`config.mk`:
```
export PLATFORM = sky130hd
export DESIGN_NAME = websocket_frame_deframer
export DESIGN_NICKNAME = d
export VERILOG_FILES = /design/src/hw/rtl/wsd_pkg.sv /design/src/hw/rtl/wsd_front.sv /design/src/hw/rtl/wsd_fifo.sv /design/src/hw/rtl/wsd_back.sv /design/src/hw/rtl/websocket_frame_deframer.sv
export SDC_FILE = /design/constraint.sdc
export NUM_CORES = 1
export LEC_CHECK = 0
export BUFFER_PORTS_ARGS = -buffer_cell sky130_fd_sc_hd__buf_2
export CAP_MARGIN = 20
export CORE_MARGIN = 3
export CORE_UTILIZATION = 65
export DETAILED_ROUTE_END_ITERATION = 12
export PLACE_DENSITY = 0.85
export SYNTH_ARGS = -nofsm -noshare
export SYNTH_HDL_FRONTEND = slang
export SYNTH_SLANG_ARGS = --single-unit
```
`constraint.sdc`:
```
create_clock -name clk_i -period 9.33 [get_ports clk_i]
set_input_delay 1.866 -clock clk_i [delete_from_list [all_inputs] [get_ports clk_i]]
set_output_delay 1.866 -clock clk_i [all_outputs]
set_load 0.03 [all_outputs]
```
`src/hw/rtl/wsd_pkg.sv`:
```
`timescale 1ns / 1ps

package wsd_pkg;

  typedef enum logic [2:0] {
    PH_HDR0    = 3'd0,
    PH_HDR1    = 3'd1,
    PH_EXT     = 3'd2,
    PH_MASK    = 3'd3,
    PH_PAYLOAD = 3'd4,
    PH_DISCARD = 3'd5
  } phase_e;

  typedef enum logic [1:0] {
    ST_OK        = 2'd0,
    ST_BAD_OPC   = 2'd1,
    ST_UNMASKED  = 2'd2,
    ST_TRUNCATED = 2'd3
  } status_e;

  // One result as handed from the parser to the output side.
  typedef struct packed {
    logic [7:0] raw;
    logic [7:0] key_byte;
    logic       byte_valid;
    logic       frame_end;
    logic [3:0] opcode;
    logic       fin;
    status_e    status;
  } result_t;

  localparam logic [3:0] OPC_DATA_MAX = 4'h3;
  localparam logic [3:0] OPC_CTRL_MIN = 4'h8;
  localparam logic [3:0] OPC_CTRL_MAX = 4'hB;

  localparam logic [6:0] LEN7_EXT16 = 7'd126;
  localparam logic [6:0] LEN7_EXT64 = 7'd127;

  // Extended length bytes still due, minus one.
  localparam logic [2:0] EXT16_LAST = 3'd1;
  localparam logic [2:0] EXT64_LAST = 3'd7;

  function automatic logic opcode_ok(input logic [3:0] op);
    return (op <= OPC_DATA_MAX) || ((op >= OPC_CTRL_MIN) && (op <= OPC_CTRL_MAX));
  endfunction

endpackage

```
`src/hw/rtl/wsd_front.sv`:
```
`timescale 1ns / 1ps

module wsd_front (
  input  logic             clk_i,
  input  logic             rst_ni,
  input  logic             accept_i,
  input  logic [7:0]       in_byte_i,
  input  logic             buffer_last_i,
  output logic             push_o,
  output wsd_pkg::result_t push_data_o
);

  wsd_pkg::phase_e phase_q, phase_d;
  logic [3:0]      opcode_q, opcode_d;
  logic            fin_q, fin_d;
  logic [63:0]     len_q, len_d;
  logic [2:0]      ext_q, ext_d;
  logic [31:0]     key_q, key_d;
  logic [1:0]      pos_q, pos_d;
  logic [7:0]      key_byte;

  always_comb begin
    case (pos_q)
      2'd0:    key_byte = key_q[31:24];
      2'd1:    key_byte = key_q[23:16];
      2'd2:    key_byte = key_q[15:8];
      default: key_byte = key_q[7:0];
    endcase
  end

  always_comb begin
    phase_d     = phase_q;
    opcode_d    = opcode_q;
    fin_d       = fin_q;
    len_d       = len_q;
    ext_d       = ext_q;
    key_d       = key_q;
    pos_d       = pos_q;
    push_o      = 1'b0;
    push_data_o = '0;

    if (accept_i) begin
      unique case (phase_q)
        wsd_pkg::PH_HDR0: begin
          fin_d    = in_byte_i[7];
          opcode_d = in_byte_i[3:0];
          len_d    = '0;
          ext_d    = '0;
          key_d    = '0;
          pos_d    = '0;
          if (!wsd_pkg::opcode_ok(in_byte_i[3:0])) begin
            push_o             = 1'b1;
            push_data_o.status = wsd_pkg::ST_BAD_OPC;
            phase_d            = wsd_pkg::PH_DISCARD;
          end else begin
            phase_d = wsd_pkg::PH_HDR1;
          end
        end
        wsd_pkg::PH_HDR1: begin
          if (!in_byte_i[7]) begin
            push_o             = 1'b1;
            push_data_o.status = wsd_pkg::ST_UNMASKED;
            phase_d            = wsd_pkg::PH_DISCARD;
          end else if (in_byte_i[6:0] == wsd_pkg::LEN7_EXT16) begin
            ext_d   = wsd_pkg::EXT16_LAST;
            phase_d = wsd_pkg::PH_EXT;
          end else if (in_byte_i[6:0] == wsd_pkg::LEN7_EXT64) begin
            ext_d   = wsd_pkg::EXT64_LAST;
            phase_d = wsd_pkg::PH_EXT;
          end else begin
            len_d   = {57'd0, in_byte_i[6:0]};
            phase_d = wsd_pkg::PH_MASK;
          end
        end
        wsd_pkg::PH_EXT: begin
          len_d = {len_q[55:0], in_byte_i};
          if (ext_q == 3'd0) begin
            phase_d = wsd_pkg::PH_MASK;
          end else begin
            ext_d = ext_q - 3'd1;
          end
        end
        wsd_pkg::PH_MASK: begin
          key_d = {key_q[23:0], in_byte_i};
          if (pos_q == 2'd3) begin
            pos_d = 2'd0;
            if (len_q == 64'd0) begin
              // empty frame
              push_o                = 1'b1;
              push_data_o.frame_end = 1'b1;
              phase_d               = wsd_pkg::PH_HDR0;
            end else begin
              phase_d = wsd_pkg::PH_PAYLOAD;
            end
          end else begin
            pos_d = pos_q + 2'd1;
          end
        end
        wsd_pkg::PH_PAYLOAD: begin
          len_d                  = len_q - 64'd1;
          pos_d                  = pos_q + 2'd1;
          push_o                 = 1'b1;
          push_data_o.raw        = in_byte_i;
          push_data_o.key_byte   = key_byte;
          push_data_o.byte_valid = 1'b1;
          if (len_q == 64'd1) begin
            push_data_o.frame_end = 1'b1;
            phase_d               = wsd_pkg::PH_HDR0;
          end
        end
        wsd_pkg::PH_DISCARD: begin
        end
        default: begin
          phase_d = wsd_pkg::PH_HDR0;
        end
      endcase

      if (buffer_last_i) begin
        if (phase_d inside {wsd_pkg::PH_HDR1, wsd_pkg::PH_EXT,
                            wsd_pkg::PH_MASK, wsd_pkg::PH_PAYLOAD}) begin
          push_o             = 1'b1;
          push_data_o.status = wsd_pkg::ST_TRUNCATED;
        end
        phase_d = wsd_pkg::PH_HDR0;
        ext_d   = '0;
        pos_d   = '0;
      end
    end

    push_data_o.opcode = opcode_d;
    push_data_o.fin    = fin_d;
  end

  always_ff @(posedge clk_i or negedge rst_ni) begin
    if (!rst_ni) begin
      phase_q  <= wsd_pkg::PH_HDR0;
      opcode_q <= '0;
      fin_q    <= 1'b0;
      len_q    <= '0;
      ext_q    <= '0;
      key_q    <= '0;
      pos_q    <= '0;
    end else begin
      phase_q  <= phase_d;
      opcode_q <= opcode_d;
      fin_q    <= fin_d;
      len_q    <= len_d;
      ext_q    <= ext_d;
      key_q    <= key_d;
      pos_q    <= pos_d;
    end
  end

  a_push_needs_accept : assert property (@(posedge clk_i) disable iff (!rst_ni)
    push_o |-> accept_i)
    else $error("result pushed without an input transfer");

  a_trunc_only_on_last : assert property (@(posedge clk_i) disable iff (!rst_ni)
    (push_o && (push_data_o.status == wsd_pkg::ST_TRUNCATED)) |-> buffer_last_i)
    else $error("truncation reported before buffer end");

  a_discard_silent : assert property (@(posedge clk_i) disable iff (!rst_ni)
    (phase_q == wsd_pkg::PH_DISCARD) |-> !push_o)
    else $error("result produced while discarding");

  a_buffer_end_restarts : assert property (@(posedge clk_i) disable iff (!rst_ni)
    (accept_i && buffer_last_i) |=> (phase_q == wsd_pkg::PH_HDR0) && (pos_q == 2'd0))
    else $error("parser not restarted after buffer end");

endmodule

```
`src/hw/rtl/wsd_fifo.sv`:
```
`timescale 1ns / 1ps

module wsd_fifo #(
  parameter int unsigned Depth = 2
) (
  input  logic             clk_i,
  input  logic             rst_ni,
  input  logic             push_i,
  input  wsd_pkg::result_t push_data_i,
  output logic             full_o,
  input  logic             pop_i,
  output logic             empty_o,
  output wsd_pkg::result_t pop_data_o
);

  localparam int unsigned PtrW = (Depth > 1) ? $clog2(Depth) : 1;
  localparam int unsigned CntW = $clog2(Depth + 1);

  wsd_pkg::result_t mem_q [Depth];
  logic [PtrW-1:0]  wr_ptr_q, wr_ptr_d;
  logic [PtrW-1:0]  rd_ptr_q, rd_ptr_d;
  logic [CntW-1:0]  count_q, count_d;
  logic             do_push, do_pop;

  assign full_o     = (count_q == CntW'(Depth));
  assign empty_o    = (count_q == '0);
  assign pop_data_o = mem_q[rd_ptr_q];
  assign do_push    = push_i && !full_o;
  assign do_pop     = pop_i && !empty_o;

  always_comb begin
    wr_ptr_d = wr_ptr_q;
    rd_ptr_d = rd_ptr_q;
    count_d  = count_q;
    if (do_push) begin
      wr_ptr_d = (wr_ptr_q == PtrW'(Depth - 1)) ? '0 : wr_ptr_q + PtrW'(1);
    end
    if (do_pop) begin
      rd_ptr_d = (rd_ptr_q == PtrW'(Depth - 1)) ? '0 : rd_ptr_q + PtrW'(1);
    end
    if (do_push && !do_pop) begin
      count_d = count_q + CntW'(1);
    end else if (do_pop && !do_push) begin
      count_d = count_q - CntW'(1);
    end
  end

  always_ff @(posedge clk_i or negedge rst_ni) begin
    if (!rst_ni) begin
      wr_ptr_q <= '0;
      rd_ptr_q <= '0;
      count_q  <= '0;
    end else begin
      wr_ptr_q <= wr_ptr_d;
      rd_ptr_q <= rd_ptr_d;
      count_q  <= count_d;
    end
  end

  always_ff @(posedge clk_i) begin
    if (do_push) begin
      mem_q[wr_ptr_q] <= push_data_i;
    end
  end

  a_no_push_when_full : assert property (@(posedge clk_i) disable iff (!rst_ni)
    full_o |-> !push_i)
    else $error("push into full queue would drop a result");

  a_no_pop_when_empty : assert property (@(posedge clk_i) disable iff (!rst_ni)
    empty_o |-> !pop_i)
    else $error("pop from empty queue");

  a_count_bounded : assert property (@(posedge clk_i) disable iff (!rst_ni)
    count_q <= CntW'(Depth))
    else $error("queue count out of range");

endmodule

```
`src/hw/rtl/wsd_back.sv`:
```
`timescale 1ns / 1ps

module wsd_back (
  input  logic             clk_i,
  input  logic             rst_ni,
  input  logic             in_valid_i,
  input  wsd_pkg::result_t in_data_i,
  output logic             pop_o,
  output logic             out_valid_o,
  input  logic             out_stall_i,
  output logic [7:0]       payload_byte_o,
  output logic             byte_valid_o,
  output logic             frame_end_o,
  output logic [3:0]       frame_opcode_o,
  output logic             frame_fin_o,
  output logic [1:0]       status_o
);

  logic       valid_q, valid_d;
  logic       load;
  logic [7:0] payload_q;
  logic       byte_valid_q;
  logic       frame_end_q;
  logic [3:0] opcode_q;
  logic       fin_q;
  logic [1:0] status_q;

  assign load  = in_valid_i && (!valid_q || !out_stall_i);
  assign pop_o = load;

  always_comb begin
    valid_d = valid_q;
    if (load) begin
      valid_d = 1'b1;
    end else if (!out_stall_i) begin
      valid_d = 1'b0;
    end
  end

  always_ff @(posedge clk_i or negedge rst_ni) begin
    if (!rst_ni) begin
      valid_q <= 1'b0;
    end else begin
      valid_q <= valid_d;
    end
  end

  // Unmask here; raw and key byte are both zero for results without data.
  always_ff @(posedge clk_i) begin
    if (load) begin
      payload_q    <= in_data_i.raw ^ in_data_i.key_byte;
      byte_valid_q <= in_data_i.byte_valid;
      frame_end_q  <= in_data_i.frame_end;
      opcode_q     <= in_data_i.opcode;
      fin_q        <= in_data_i.fin;
      status_q     <= in_data_i.status;
    end
  end

  assign out_valid_o    = valid_q;
  assign payload_byte_o = payload_q;
  assign byte_valid_o   = byte_valid_q;
  assign frame_end_o    = frame_end_q;
  assign frame_opcode_o = opcode_q;
  assign frame_fin_o    = fin_q;
  assign status_o       = status_q;

  a_held_not_replaced : assert property (@(posedge clk_i) disable iff (!rst_ni)
    (valid_q && out_stall_i) |-> !pop_o)
    else $error("queue popped while output register is held");

  a_data_implies_ok : assert property (@(posedge clk_i) disable iff (!rst_ni)
    (valid_q && byte_valid_q) |-> (status_q == wsd_pkg::ST_OK ||
                                   status_q == wsd_pkg::ST_TRUNCATED))
    else $error("payload byte carries a drop status");

  a_end_is_ok : assert property (@(posedge clk_i) disable iff (!rst_ni)
    (valid_q && frame_end_q) |-> (status_q == wsd_pkg::ST_OK))
    else $error("frame end with non-ok status");

endmodule

```
`src/hw/rtl/websocket_frame_deframer.sv`:
```
`timescale 1ns / 1ps

// WebSocket receive deframer: one raw byte per input transfer, buffer_last_i
// marking the last byte of a received buffer. Headers, extended length and
// mask key are consumed silently (an empty frame gives a frame-end result on
// its last mask byte); each payload byte leaves unmasked with the frame's
// opcode and FIN. Drops (bad opcode, unmasked frame) give one status result
// and the rest of the buffer is discarded; a buffer ending mid-frame gives a
// truncated status on its last byte. Every new buffer restarts the parser.
// Throughput: one byte per cycle, sustained, as long as out_stall_i is low and QueueDepth is at least 2.
// Path of a result: the parser writes it into the result queue on its input
// transfer, and the output register then loads it from the queue as soon as
// the register is free or the receiver takes its current result.
// Input bytes that produce no result still take an input transfer each.
// When the receiver stalls, the output register holds; the parser keeps
// going until the result queue (QueueDepth entries) fills, then in_stall_o
// rises. in_stall_o depends only on the queue fill level.
// Reset clears the parser to the first header byte and empties the queue
// and output register; no pass over any storage is needed.
module websocket_frame_deframer #(
  parameter int unsigned QueueDepth = 2
) (
  input  logic       clk_i,
  input  logic       rst_ni,
  input  logic       in_valid_i,
  output logic       in_stall_o,
  input  logic [7:0] in_byte_i,
  input  logic       buffer_last_i,
  output logic       out_valid_o,
  input  logic       out_stall_i,
  output logic [7:0] payload_byte_o,
  output logic       byte_valid_o,
  output logic       frame_end_o,
  output logic [3:0] frame_opcode_o,
  output logic       frame_fin_o,
  output logic [1:0] status_o
);

  logic             accept;
  logic             push;
  wsd_pkg::result_t push_data;
  logic             q_full;
  logic             q_empty;
  logic             pop;
  wsd_pkg::result_t pop_data;

  assign in_stall_o = q_full;
  assign accept     = in_valid_i && !q_full;

  wsd_front u_front (
    .clk_i        (clk_i),
    .rst_ni       (rst_ni),
    .accept_i     (accept),
    .in_byte_i    (in_byte_i),
    .buffer_last_i(buffer_last_i),
    .push_o       (push),
    .push_data_o  (push_data)
  );

  wsd_fifo #(
    .Depth(QueueDepth)
  ) u_fifo (
    .clk_i      (clk_i),
    .rst_ni     (rst_ni),
    .push_i     (push),
    .push_data_i(push_data),
    .full_o     (q_full),
    .pop_i      (pop),
    .empty_o    (q_empty),
    .pop_data_o (pop_data)
  );

  wsd_back u_back (
    .clk_i         (clk_i),
    .rst_ni        (rst_ni),
    .in_valid_i    (!q_empty),
    .in_data_i     (pop_data),
    .pop_o         (pop),
    .out_valid_o   (out_valid_o),
    .out_stall_i   (out_stall_i),
    .payload_byte_o(payload_byte_o),
    .byte_valid_o  (byte_valid_o),
    .frame_end_o   (frame_end_o),
    .frame_opcode_o(frame_opcode_o),
    .frame_fin_o   (frame_fin_o),
    .status_o      (status_o)
  );

endmodule
```
==> metrics.txt <==
Slew @ Worst Pin 1.02 ns; clock net sink count 181; synth unique cells 61; Period Utilization, post-route 44.3%; Starting DRT DRC Count around 1.1k; fin crit period 4.13 ns; Starting Density 66.9%; vias in the first global route between 6k and 7k; Vias 7,395; Setup TNS 0 ns; crit path buf inv count 2; detailed placer's ending HPWL 14,500 um; remaining global-route overflow 0; Rows 42; CP Data Arrival Time 4.47 ns; sequential share of the synthesized area 54.5%; WP depth 7; core area 13,300 um^2; Clk pin slew, worst setup/hold paths 0.07 ns; RSZ-0062 raised after global routing false; Final Max Slew Viols 0; H-tree depth 4; worst-path maximum fanout 18; Yosys reg bits 181; Routed Antenna Nets 0; 1st-pass router iterations 6; Net Count, Synth 898; outcome finished clean; antenna violations before repair 0; crit-path cells buf_2 -> and2_1 -> nand2_1 -> inv_1 -> nand4_1 -> or4_1 -> o211ai_1; Die Height 123 um; port buffer count 31; Achievable Freq roughly 0.24 GHz; Hold Slack 0.506 ns; largest net degree at the start of global routing 87; post-CTS setup buffers 0; Synth area leader dfrtp_1; Vias/cell a little under 7; pwr dens 335 nW/um^2; syn_area_per_cell between 10 and 15 um^2; most common cell after layout, fill and taps aside dfrtp_1; Leakage 4.05 nW; Async S/R FF share, synth between 60% and 70%; global placement routability congestion 0.945; maximum root-to-sink buffer count 2; first-pass GRT wire length 35,800 um; Slowest-stage cell, CP nand2_1; nets@finish around 900; Worst slew margin 32.2%; Inserted Diodes 0; Max Cap Viol 0; GRT Total Usage 30.5%; Core Util, Final 73.6%; reg2reg path depth 7; root buffer cell clkbuf_16; Reg2Reg Setup Slack 5.75 ns; WL final 22,100 um; Peak VDD IR 234 uV; fraction of layout cells with a size suffix above 1 between 10% and 20%; yosys warns 0; cts hold-fix bufs 0; DRC 0; number of flops mapped to enable cells by yosys between 60 and 70; Final setup viols 0; num ports 32; hold depth 1; synth top area cells dfrtp_1 32%, edfxtp_1 23%, o21ai_0 5.5%, nand2_1 3.7%, a22o_1 3.4%; worst skew pair latency 0.44 ns; Die Footprint between 15,000 and 20,000 um^2; wire per inst 20.7 um; Synth Flop Type dfrtp_1; worst clock skew 0.00935 ns; post-synth top area share 32.0%; most frequent cells in the layout 114 x dfrtp_1, 99 x o21ai_0, 88 x nand2_1, 67 x edfxtp_1, 64 x nor2_1; CP Capture Type register; Die X 123 um; Final Hold Fails 0; Num CTS Buffers 17; slowest stage delay, CP 0.55 ns; Resized Gates After CTS 0; CTS tree built; CP required approximately 9.7 ns; area delta synth->final 10.0%; Cell Area, Synth 8930 um^2; crit start category input pin; Synth Instances 875; Pwr Total 3.29 mW; Hold Crit Class reg2reg; CP delay by family, top simple AND/OR/NAND/NOR gates; critical path type in2reg
-- path summary, 6_finish.rpt --
kind                                                from                       endpoint
setup reg to reg            u_front.len_q[3]$_DFFE_PN0P_  u_fifo.mem_q[0][19]$_DFFE_PP_
min in group asynchronous                         rst_ni  u_front.opcode_q[0]$_DFF_PN0_
max in group asynchronous                         rst_ni  u_front.len_q[25]$_DFFE_PN0P_
setup / recovery                              in_valid_i  u_front.len_q[52]$_DFFE_PN0P_
hold / removal             u_front.key_q[29]$_DFFE_PN0P_  u_front.key_q[29]$_DFFE_PN0P_
hold reg to reg            u_front.key_q[29]$_DFFE_PN0P_  u_front.key_q[29]$_DFFE_PN0P_
-- registers in the layout (all words and copies together), names as in the netlist, 2 cells and up --
signal                 count
u_front.key_q             32
u_back.payload_byte_o      8
u_front.len_q             64
u_front.phase_q            3
u_front.opcode_q           4
u_back.status_o            2
u_back.frame_opcode_o      4
u_front.ext_q              3
u_fifo.count_q             2
u_fifo.mem_q              50
u_front.pos_q              2
-- area by class of cell --
cell class,instances,area [um^2]
clock buffer,19,455
clock inverter,13,125
fill,921,3520
inverter,23,86.3
multi-input combinational,614,3780
sequential,181,4860
tap,176,220
timing repair buffer,42,290
-- cells in the mapped netlist (all sizes together) (3+ instances only) --
master,n
a22oi,22
nor3,36
a22o,35
nand2,89
dfrtp,114
o22ai,4
a31oi,15
o21ai,101
nor4,22
o311ai,9
ha,10
a222oi,8
xor2,11
a211oi,5
nand2b,6
buf,5
nand3,14
xnor2,10
and3,11
clkbuf,52
o211ai,9
a21oi,46
nor2,67
inv,22
a32oi,18
nand4,9
edfxtp,67
mux2,9
or4,9
and2,3
or3,4
-- report_power, final --
part           switching [mW]  total [mW]  internal [mW]
Clock                   0.329       0.700          0.371
Combinational           0.922        1.32          0.402
Sequential              0.194        1.27           1.08
-- through the flow --
stage	cells	worst slack (ns)	cell area, um^2
2_1_floorplan	875	5.03	8930
5_1_grt	1068	5.01	9820
4_1_cts	1064	5.26	9750
3_5_place_dp	1032	4.77	9170
6_report	1068	5.20	9820
3_3_place_gp	1031	4.88	9160
-- cell families after synthesis --
kind of cell,share of synthesized area [%]
xor gates and xnor gates,2.06
buffers and inverters,3.41
and+or+nand+nor,15.9
adders and majority gates,1.40
DFF,54.5
muxes,1.36
AOI/OAI and AO/OA,21.4
-- per-layer routing --
metal	global-route usage, %	wire length (um)
met2	46.2	10200
met4	12.2	551
met1	43.8	9300
met3	5.95	2010
met5	0	0
Note: power is estimated with default switching activity, not from simulation.
